[src/rtl/slsa_pkg.sv]
`timescale 1ns / 1ps
`default_nettype none

package slsa_pkg;

  localparam int VALUE_WIDTH     = 32;
  localparam int CFG_INDEX_WIDTH = 3;

  typedef logic signed [VALUE_WIDTH-1:0] value_t;
  typedef logic [VALUE_WIDTH-2:0]        step_t;

  localparam value_t RST_SETPOINT     = VALUE_WIDTH'(6553600);
  localparam value_t RST_LIMIT_LOW    = VALUE_WIDTH'(0);
  localparam value_t RST_LIMIT_HIGH   = VALUE_WIDTH'(16384000);
  localparam step_t  RST_MAX_STEP     = (VALUE_WIDTH-1)'(655360);
  localparam value_t RST_LOW_ALARM    = VALUE_WIDTH'(1310720);
  localparam value_t RST_LOW_WARNING  = VALUE_WIDTH'(3276800);
  localparam value_t RST_HIGH_ALARM   = VALUE_WIDTH'(15073280);
  localparam value_t RST_HIGH_WARNING = VALUE_WIDTH'(13107200);

  typedef enum logic [CFG_INDEX_WIDTH-1:0] {
    REG_LIMIT_LOW    = 3'd0,
    REG_LIMIT_HIGH   = 3'd1,
    REG_MAX_STEP     = 3'd2,
    REG_LOW_ALARM    = 3'd3,
    REG_LOW_WARNING  = 3'd4,
    REG_HIGH_ALARM   = 3'd5,
    REG_HIGH_WARNING = 3'd6
  } cfg_reg_t;

  typedef enum logic [1:0] {
    SEV_NONE  = 2'd0,
    SEV_MINOR = 2'd1,
    SEV_MAJOR = 2'd2
  } sev_t;

  typedef enum logic [2:0] {
    KIND_NONE       = 3'd0,
    KIND_MINOR_LOW  = 3'd1,
    KIND_MINOR_HIGH = 3'd2,
    KIND_MAJOR_LOW  = 3'd3,
    KIND_MAJOR_HIGH = 3'd4
  } kind_t;

  typedef enum logic [1:0] {
    ST_FULL       = 2'd0,
    ST_LIMITS_BAD = 2'd1,
    ST_AT_TARGET  = 2'd2,
    ST_ALARM_BAD  = 2'd3
  } status_t;

  typedef struct packed {
    value_t limit_low;
    value_t limit_high;
    step_t  max_step;
    value_t low_alarm;
    value_t low_warning;
    value_t high_alarm;
    value_t high_warning;
  } cfg_t;

  typedef struct packed {
    logic  ok;
    sev_t  sev;
    kind_t kind;
  } alarm_t;

endpackage

`default_nettype wire

[src/rtl/slsa_if.sv]
`timescale 1ns / 1ps
`default_nettype none

interface slsa_in_if import slsa_pkg::*; ();
  logic   valid;
  logic   ready;
  value_t presented_value;

  modport source (output valid, output presented_value, input ready);
  modport sink (input valid, input presented_value, output ready);
endinterface

interface slsa_out_if import slsa_pkg::*; ();
  logic       valid;
  logic       ready;
  value_t     value_out;
  logic [1:0] severity;
  logic [2:0] alarm_kind;
  logic [1:0] pass_status;

  modport source (output valid, output value_out, output severity, output alarm_kind,
                  output pass_status, input ready);
  modport sink (input valid, input value_out, input severity, input alarm_kind,
                input pass_status, output ready);
endinterface

interface slsa_cfg_if import slsa_pkg::*; ();
  logic                       valid;
  logic                       ready;
  logic [CFG_INDEX_WIDTH-1:0] index;
  logic [VALUE_WIDTH-1:0]     data;

  modport source (output valid, output index, output data, input ready);
  modport sink (input valid, input index, input data, output ready);
endinterface

`default_nettype wire

[src/rtl/slsa_cfg.sv]
`timescale 1ns / 1ps
`default_nettype none

module slsa_cfg import slsa_pkg::*; (
  input  wire logic clk,
  input  wire logic rst,
  slsa_cfg_if.sink  cfg,
  output cfg_t      regs
);

  assign cfg.ready = 1'b1;

  always_ff @(posedge clk) begin
    if (rst) begin
      regs.limit_low    <= RST_LIMIT_LOW;
      regs.limit_high   <= RST_LIMIT_HIGH;
      regs.max_step     <= RST_MAX_STEP;
      regs.low_alarm    <= RST_LOW_ALARM;
      regs.low_warning  <= RST_LOW_WARNING;
      regs.high_alarm   <= RST_HIGH_ALARM;
      regs.high_warning <= RST_HIGH_WARNING;
    end else if (cfg.valid) begin
      unique case (cfg.index)
        REG_LIMIT_LOW:    regs.limit_low    <= cfg.data;
        REG_LIMIT_HIGH:   regs.limit_high   <= cfg.data;
        REG_MAX_STEP:     regs.max_step     <= cfg.data[VALUE_WIDTH-2:0];
        REG_LOW_ALARM:    regs.low_alarm    <= cfg.data;
        REG_LOW_WARNING:  regs.low_warning  <= cfg.data;
        REG_HIGH_ALARM:   regs.high_alarm   <= cfg.data;
        REG_HIGH_WARNING: regs.high_warning <= cfg.data;
        default: begin
        end
      endcase
    end
  end

endmodule

`default_nettype wire

[src/rtl/slsa_alarm.sv]
`timescale 1ns / 1ps
`default_nettype none

module slsa_alarm import slsa_pkg::*; (
  input  wire value_t value,
  input  wire cfg_t   regs,
  output alarm_t      alarm
);

  always_comb begin
    alarm.ok = (regs.low_alarm < regs.low_warning) &&
               (regs.high_alarm > regs.high_warning) &&
               (regs.low_warning < regs.high_warning);
    if (value <= regs.low_alarm) begin
      alarm.sev  = SEV_MAJOR;
      alarm.kind = KIND_MAJOR_LOW;
    end else if (value <= regs.low_warning) begin
      alarm.sev  = SEV_MINOR;
      alarm.kind = KIND_MINOR_LOW;
    end else if (value >= regs.high_alarm) begin
      alarm.sev  = SEV_MAJOR;
      alarm.kind = KIND_MAJOR_HIGH;
    end else if (value >= regs.high_warning) begin
      alarm.sev  = SEV_MINOR;
      alarm.kind = KIND_MINOR_HIGH;
    end else begin
      alarm.sev  = SEV_NONE;
      alarm.kind = KIND_NONE;
    end
  end

endmodule

`default_nettype wire

[src/rtl/slew_limited_setpoint_with_alarms.sv]
`timescale 1ns / 1ps
`default_nettype none

// Slew-limited setpoint with alarm thresholds, signed Q16.16. Each word on
// the item channel is one processing pass and yields exactly one word on the
// result channel, in order. The block takes a new word every cycle while the
// result is not stalled: a word is held in the input register, the clamp,
// step and alarm logic run on it against the kept target, current value and
// severity, and the result lands in the output register. The sustained rate
// is one word per cycle, set by the registered target and current state update
// loop. A stalled result only holds off the input once the input register is
// also full. Configuration writes are always taken and must be made while no
// word is in flight; an index beyond the register list is ignored.
module slew_limited_setpoint_with_alarms import slsa_pkg::*; (
  input  wire logic  clk,
  input  wire logic  rst,
  slsa_in_if.sink    item,
  slsa_out_if.source result,
  slsa_cfg_if.sink   cfg
);

  cfg_t   regs;
  alarm_t alarm;

  logic   valid_a;
  value_t pv_a;
  logic   move_a;

  value_t  target;
  value_t  current;
  sev_t    kept_sev;
  kind_t   kept_kind;

  value_t  target_next;
  value_t  current_next;
  sev_t    sev_next;
  kind_t   kind_next;
  value_t  vout_next;
  status_t status_next;

  logic                   valid_b;
  value_t                 vout;
  sev_t                   sev_out;
  kind_t                  kind_out;
  status_t                status_out;

  logic                   limits_ok;
  logic                   fresh;
  value_t                 pv_lo;
  value_t                 pv_clamp;
  value_t                 tgt_sel;
  logic signed [VALUE_WIDTH:0] diff;
  logic signed [VALUE_WIDTH:0] diff_neg;
  logic                   up;
  logic [VALUE_WIDTH-1:0] gap;
  logic [VALUE_WIDTH-1:0] step_ext;
  logic [VALUE_WIDTH-1:0] adv;
  value_t                 nv;
  value_t                 nv_lo;
  value_t                 cur_new;

  slsa_cfg u_cfg (
    .clk  (clk),
    .rst  (rst),
    .cfg  (cfg),
    .regs (regs)
  );

  slsa_alarm u_alarm (
    .value (cur_new),
    .regs  (regs),
    .alarm (alarm)
  );

  assign move_a     = valid_a && (!valid_b || result.ready);
  assign item.ready = !valid_a || move_a;

  always_comb begin
    limits_ok = regs.limit_low < regs.limit_high;
    fresh     = (pv_a != target) && (pv_a != current);
    pv_lo     = (pv_a < regs.limit_low) ? regs.limit_low : pv_a;
    pv_clamp  = (pv_lo > regs.limit_high) ? regs.limit_high : pv_lo;
    tgt_sel   = fresh ? pv_clamp : target;

    // distance as an unsigned magnitude, one bit wider to avoid overflow
    diff     = {tgt_sel[VALUE_WIDTH-1], tgt_sel} - {current[VALUE_WIDTH-1], current};
    diff_neg = -diff;
    up       = !diff[VALUE_WIDTH];
    gap      = up ? diff[VALUE_WIDTH-1:0] : diff_neg[VALUE_WIDTH-1:0];
    step_ext = {1'b0, regs.max_step};
    adv      = (gap < step_ext) ? gap : step_ext;
    nv       = up ? value_t'(current + adv) : value_t'(current - adv);
    nv_lo    = (nv < regs.limit_low) ? regs.limit_low : nv;
    cur_new  = (tgt_sel != current) ?
               ((nv_lo > regs.limit_high) ? regs.limit_high : nv_lo) : current;

    target_next  = target;
    current_next = current;
    sev_next     = kept_sev;
    kind_next    = kept_kind;
    vout_next    = pv_a;
    status_next  = ST_FULL;

    if (!limits_ok) begin
      status_next = ST_LIMITS_BAD;
    end else if (!fresh && (target == current)) begin
      status_next = ST_AT_TARGET;
    end else begin
      target_next  = tgt_sel;
      current_next = cur_new;
      vout_next    = cur_new;
      if (!alarm.ok) begin
        status_next = ST_ALARM_BAD;
      end else if (alarm.sev != kept_sev) begin
        sev_next  = alarm.sev;
        kind_next = alarm.kind;
      end
    end
  end

  always_ff @(posedge clk) begin
    if (rst) begin
      valid_a   <= 1'b0;
      valid_b   <= 1'b0;
      target    <= RST_SETPOINT;
      current   <= RST_SETPOINT;
      kept_sev  <= SEV_NONE;
      kept_kind <= KIND_NONE;
    end else begin
      if (item.valid && item.ready) begin
        valid_a <= 1'b1;
      end else if (move_a) begin
        valid_a <= 1'b0;
      end
      if (move_a) begin
        valid_b   <= 1'b1;
        target    <= target_next;
        current   <= current_next;
        kept_sev  <= sev_next;
        kept_kind <= kind_next;
      end else if (result.ready) begin
        valid_b <= 1'b0;
      end
    end
  end

  always_ff @(posedge clk) begin
    if (item.valid && item.ready) begin
      pv_a <= item.presented_value;
    end
    if (move_a) begin
      vout       <= vout_next;
      sev_out    <= sev_next;
      kind_out   <= kind_next;
      status_out <= status_next;
    end
  end

  assign result.valid       = valid_b;
  assign result.value_out   = vout;
  assign result.severity    = sev_out;
  assign result.alarm_kind  = kind_out;
  assign result.pass_status = status_out;

`ifndef SYNTH
  a_hold_state: assert property (@(posedge clk) disable iff (rst)
    (move_a && (status_next == ST_LIMITS_BAD || status_next == ST_AT_TARGET)) |=>
    (target == $past(target) && current == $past(current) && kept_sev == $past(kept_sev)))
    else $error("state changed on a pass that must leave it alone");

  a_kind_matches_sev: assert property (@(posedge clk) disable iff (rst)
    (kept_sev == SEV_NONE && kept_kind == KIND_NONE) ||
    (kept_sev == SEV_MINOR && (kept_kind == KIND_MINOR_LOW || kept_kind == KIND_MINOR_HIGH)) ||
    (kept_sev == SEV_MAJOR && (kept_kind == KIND_MAJOR_LOW || kept_kind == KIND_MAJOR_HIGH)))
    else $error("kept alarm kind disagrees with kept severity");

  a_word_reaches_output: assert property (@(posedge clk) disable iff (rst)
    move_a |=> (valid_b && status_out == $past(status_next)))
    else $error("processed word did not reach the output register");
`endif

endmodule

`default_nettype wire
[src/flat_wrapper.sv]
// flat-port wrapper written by rule: the top's interface ports become plain ports
module slew_limited_setpoint_with_alarms_flat import slsa_pkg::*;
  (clk, rst, item_valid, item_presented_value, item_ready, result_valid, result_value_out, result_severity, result_alarm_kind, result_pass_status, result_ready, cfg_valid, cfg_index, cfg_data, cfg_ready);
  slsa_in_if item_i ();
  slsa_out_if result_i ();
  slsa_cfg_if cfg_i ();
  input  wire logic clk;
  input  wire logic rst;
  input wire logic [$bits(item_i.valid)-1:0] item_valid;
  input wire logic [$bits(item_i.presented_value)-1:0] item_presented_value;
  output wire logic [$bits(item_i.ready)-1:0] item_ready;
  output wire logic [$bits(result_i.valid)-1:0] result_valid;
  output wire logic [$bits(result_i.value_out)-1:0] result_value_out;
  output wire logic [$bits(result_i.severity)-1:0] result_severity;
  output wire logic [$bits(result_i.alarm_kind)-1:0] result_alarm_kind;
  output wire logic [$bits(result_i.pass_status)-1:0] result_pass_status;
  input wire logic [$bits(result_i.ready)-1:0] result_ready;
  input wire logic [$bits(cfg_i.valid)-1:0] cfg_valid;
  input wire logic [$bits(cfg_i.index)-1:0] cfg_index;
  input wire logic [$bits(cfg_i.data)-1:0] cfg_data;
  output wire logic [$bits(cfg_i.ready)-1:0] cfg_ready;
  assign item_i.valid = item_valid;
  assign item_i.presented_value = item_presented_value;
  assign item_ready = item_i.ready;
  assign result_valid = result_i.valid;
  assign result_value_out = result_i.value_out;
  assign result_severity = result_i.severity;
  assign result_alarm_kind = result_i.alarm_kind;
  assign result_pass_status = result_i.pass_status;
  assign result_i.ready = result_ready;
  assign cfg_i.valid = cfg_valid;
  assign cfg_i.index = cfg_index;
  assign cfg_i.data = cfg_data;
  assign cfg_ready = cfg_i.ready;
  slew_limited_setpoint_with_alarms u_core (.clk(clk), .rst(rst), .item(item_i), .result(result_i), .cfg(cfg_i));
endmodule
[config.mk]
export PLATFORM = sky130hd
export DESIGN_NAME = slew_limited_setpoint_with_alarms_flat
export DESIGN_NICKNAME = d
export VERILOG_FILES = /design/src/rtl/slsa_pkg.sv /design/src/rtl/slsa_if.sv /design/src/rtl/slsa_cfg.sv /design/src/rtl/slsa_alarm.sv /design/src/rtl/slew_limited_setpoint_with_alarms.sv /design/src/flat_wrapper.sv
export SDC_FILE = /design/constraint.sdc
export NUM_CORES = 2
export LEC_CHECK = 0
export BUFFER_PORTS_ARGS = -buffer_cell sky130_fd_sc_hd__buf_4
export CAP_MARGIN = 0
export CORE_UTILIZATION = 45
export DETAILED_ROUTE_END_ITERATION = 10
export MAX_ROUTING_LAYER = met4
export PLACE_DENSITY = 0.66
export SYNTH_ARGS = -nofsm -noshare
export SYNTH_HDL_FRONTEND = slang
export SYNTH_SLANG_ARGS = --single-unit
[constraint.sdc]
create_clock -name clk -period 29.5 [get_ports clk]
set_input_delay 2.95 -clock clk [delete_from_list [all_inputs] [get_ports clk]]
set_output_delay 2.95 -clock clk [all_outputs]
set_load 0.01 [all_outputs]
==> out/qor.txt <==
cell total after placement -> 4950
hpwl dp -> 92500 um
cell count after synthesis -> 4004
Post-DRT Antenna Nets -> 0
RSZ-0062 raised after global routing -> no
floorplan row count -> 97
detailed-route wire length -> 116000 um
Worst Setup Start Kind -> register
async set or reset register ratio after synthesis -> 0
worst hold-check slack -> 455 ps
Total Routing Usage GR -> 0.318
area of the placeable core -> 70500 um^2
most used cell, CP -> o21a_1
# H-tree levels -> 2
clock latency of the later-clocked register in the worst-skew pair -> 600 ps
post-synthesis register bit count -> 365
Top FF cell, synth -> dfxtp_1
fraction of layout cells with a size suffix above 1 -> 0.104
wire length of the first global-routing pass -> 172000 um
fin crit period -> 27700 ps
Setup Total Neg Slack -> 0 ps
TritonCTS Sinks -> 365
vias in the first global route -> 27577
library cell used as clock root buffer -> clkbuf_16
worst rel slew slack -> 0.249
Worst Max-Slew Pin Slew -> 1120 ps
arrival time of the worst setup path -> 28050 ps
most utilized layer in the global route result -> met2
number of I/O port buffers -> 112
Final #Nets -> 4605
worst setup margin -> 1800 ps
post-route insts no fill -> 5030
vertical die dimension -> 270 um
floorplan die area -> 72700 um^2
# hold bufs at CTS -> 0
die outline width -> 270 um
clock tree skew after final layout -> 37.3 ps
average routed wire per standard cell -> 23.1 um
highest fanout seen on the critical path -> 33
count of flip-flops with a built-in enable after synthesis -> 71
length of the first detailed-routing pass in iterations -> 6
pins over their slew limit -> 0
initial antenna violation count -> 1
max cap viols -> 0
number of buffers added by the clock tree synthesis step -> 44
antenna cells -> 0
clock transition at the registers of the reported paths -> 60 ps
CP peak stage delay -> 610 ps
post-DR vias/cell -> 5.89
maximum clock frequency -> 0.0361 GHz
pin count of the biggest net entering global routing -> 92
global routing usage on met3 -> 0.0391
dpl ws -> 1720 ps
DRC Markers -> 0
fraction of met1 tracks used by global routing -> 0.426
CTS tree -> yes
share of the synthesized area in the top cell type -> 0.184
Crit Path Category -> register to register
fraction of the yosys area taken by sequential cells -> 0.249
largest cells by area after synthesis -> ha_1 18%, dfxtp_1 18%, edfxtp_1 6.6%
net count of the mapped netlist -> 4553
post-synthesis cell area -> 32200 um^2
overflow left after global routing -> 0
number of warnings issued by yosys -> 0
Max clock buf depth -> 3
Layout Area Growth over Synthesis -> 10.8%
Critical-path top delay cell -> a2111oi_0
initial core utilization -> 0.457
weighted congestion reported at the end of routability-driven placement -> 1.08
worst path required time -> 29850 ps
type of the tightest min-delay check -> register to register
grt met2 use -> 0.496
cell type with the largest total area after synthesis -> ha_1
setup bufs post-CTS -> 0
element type at the critical path end -> register
number of distinct library cells after synthesis -> 88
average size of a mapped cell -> 8.05 um^2
Setup Viol. Count Final -> 0
result of the run -> complete, no violations
number of vias after detailed routing -> 29649
endpoints failing hold -> 0
initial DRC count -> 2609
Ports -> 114
post-route fraction of the period consumed by the critical path -> 0.939
-- layer usage --
layer	up-vias	share of wire
met3	181	0.067
li1	14402	-
met5	-	0
met2	1053	0.45
met4	0	0.031
met1	14013	0.45
-- per-stage QoR --
step / util / instance area (um^2)
5_1_grt: 0.507 / 35700
3_3_place_gp: 0.484 / 34100
6_report: 0.507 / 35700
3_5_place_dp: 0.484 / 34100
2_1_floorplan: - / 32200
4_1_cts: 0.506 / 35700
-- cells in the final DEF, fill, tap and decap left out, types with 55 or more instances in the layout --
cell type and n:
mux2_2 140, a21o_1 140, mux2i_1 82, nor2b_1 58, buf_4 158, edfxtp_1 71, nand2b_1 55, ha_1 475
inv_1 310, dfxtp_1 294, a21oi_1 398, nand2_1 567, nand4_1 107, o21ai_0 167, nor2_1 213, xnor2_1 104
xor2_1 98
-- synthesized netlist by cell type, types with 8 or more instances --
master	n
a21boi_0	9
nand2_1	568
nand3_1	50
ha_1	475
xor2_1	98
and3_1	24
a21o_1	140
nor2_1	219
clkbuf_1	131
o211ai_1	34
xnor2_1	104
or3_1	16
o211a_1	8
a21oi_1	399
edfxtp_1	71
dfxtp_1	294
inv_1	311
buf_2	9
nand2b_1	55
nor2b_1	58
o21ai_0	168
buf_1	12
a31oi_1	24
a211o_1	19
o21a_1	53
mux2_2	140
mux2i_1	83
o22ai_1	9
nand4_1	107
a2111oi_0	9
nor3_1	39
nor4_1	43
a211oi_1	52
or2_2	13
and2_1	17
o31ai_1	19
-- final timing paths --
check,start,end,slack [ps],cells after the start
min,u_core.u_cfg.regs[30],u_core.u_cfg.regs[30],460,2
min reg2reg,u_core.u_cfg.regs[30],u_core.u_cfg.regs[30],460,2
max,u_core.pv_a[1],u_core.result.alarm_kind[0],1800,103
max reg2reg,u_core.pv_a[1],u_core.result.alarm_kind[0],1800,103
-- area by class of cell --
cell class                 instances  area (um^2)
fill                            6817        34800
timing repair buffer             160         1210
tap                              940         1180
sequential                       365         8020
clock inverter                    20          323
clock buffer                      60         1230
multi-input combinational       3173        22600
inverter                         312         1170
-- flip-flops by register name, summed over array words and instances, names as in the netlist --
register,cells
u_core.kept_kind,3
u_core.result.pass_status,2
u_core.valid_a,1
u_core.pv_a,32
u_core.result.severity,2
u_core.result.valid,1
u_core.result.value_out,32
u_core.current,32
u_core.result.alarm_kind,3
u_core.target,32
u_core.kept_sev,2
u_core.u_cfg.regs,223
-- logic make-up after synthesis --
| kind of cell | share of synthesized area |
|---|---|
| simple gates | 0.183 |
| compound gates | 0.197 |
| fa+ha+maj | 0.186 |
| buf+inv | 0.0549 |
| flops | 0.249 |
| mux | 0.0755 |
| xor+xnor | 0.0549 |
| other cells | 0.000116 |
-- worst max-delay path, delay by kind of cell (launching register included) --
| family | cells | cell delay, ps |
|---|---|---|
| DFF | 1 | 500 |
| xor gates and xnor gates | 4 | 1220 |
| adders and majority gates | 9 | 2970 |
| buffers and inverters | 3 | 1320 |
| muxes | 7 | 2340 |
| AOI/OAI and AO/OA | 62 | 14320 |
| and+or+nand+nor | 18 | 4670 |
-- repair_timing --
action,in CTS,in global routing
hold endpoints to repair,0,0
gates resized for setup,0,7
setup endpoints to repair,0,10
Power is not shown: default switching activity piles up to over one toggle a cycle in this logic, so the estimate is an artifact.
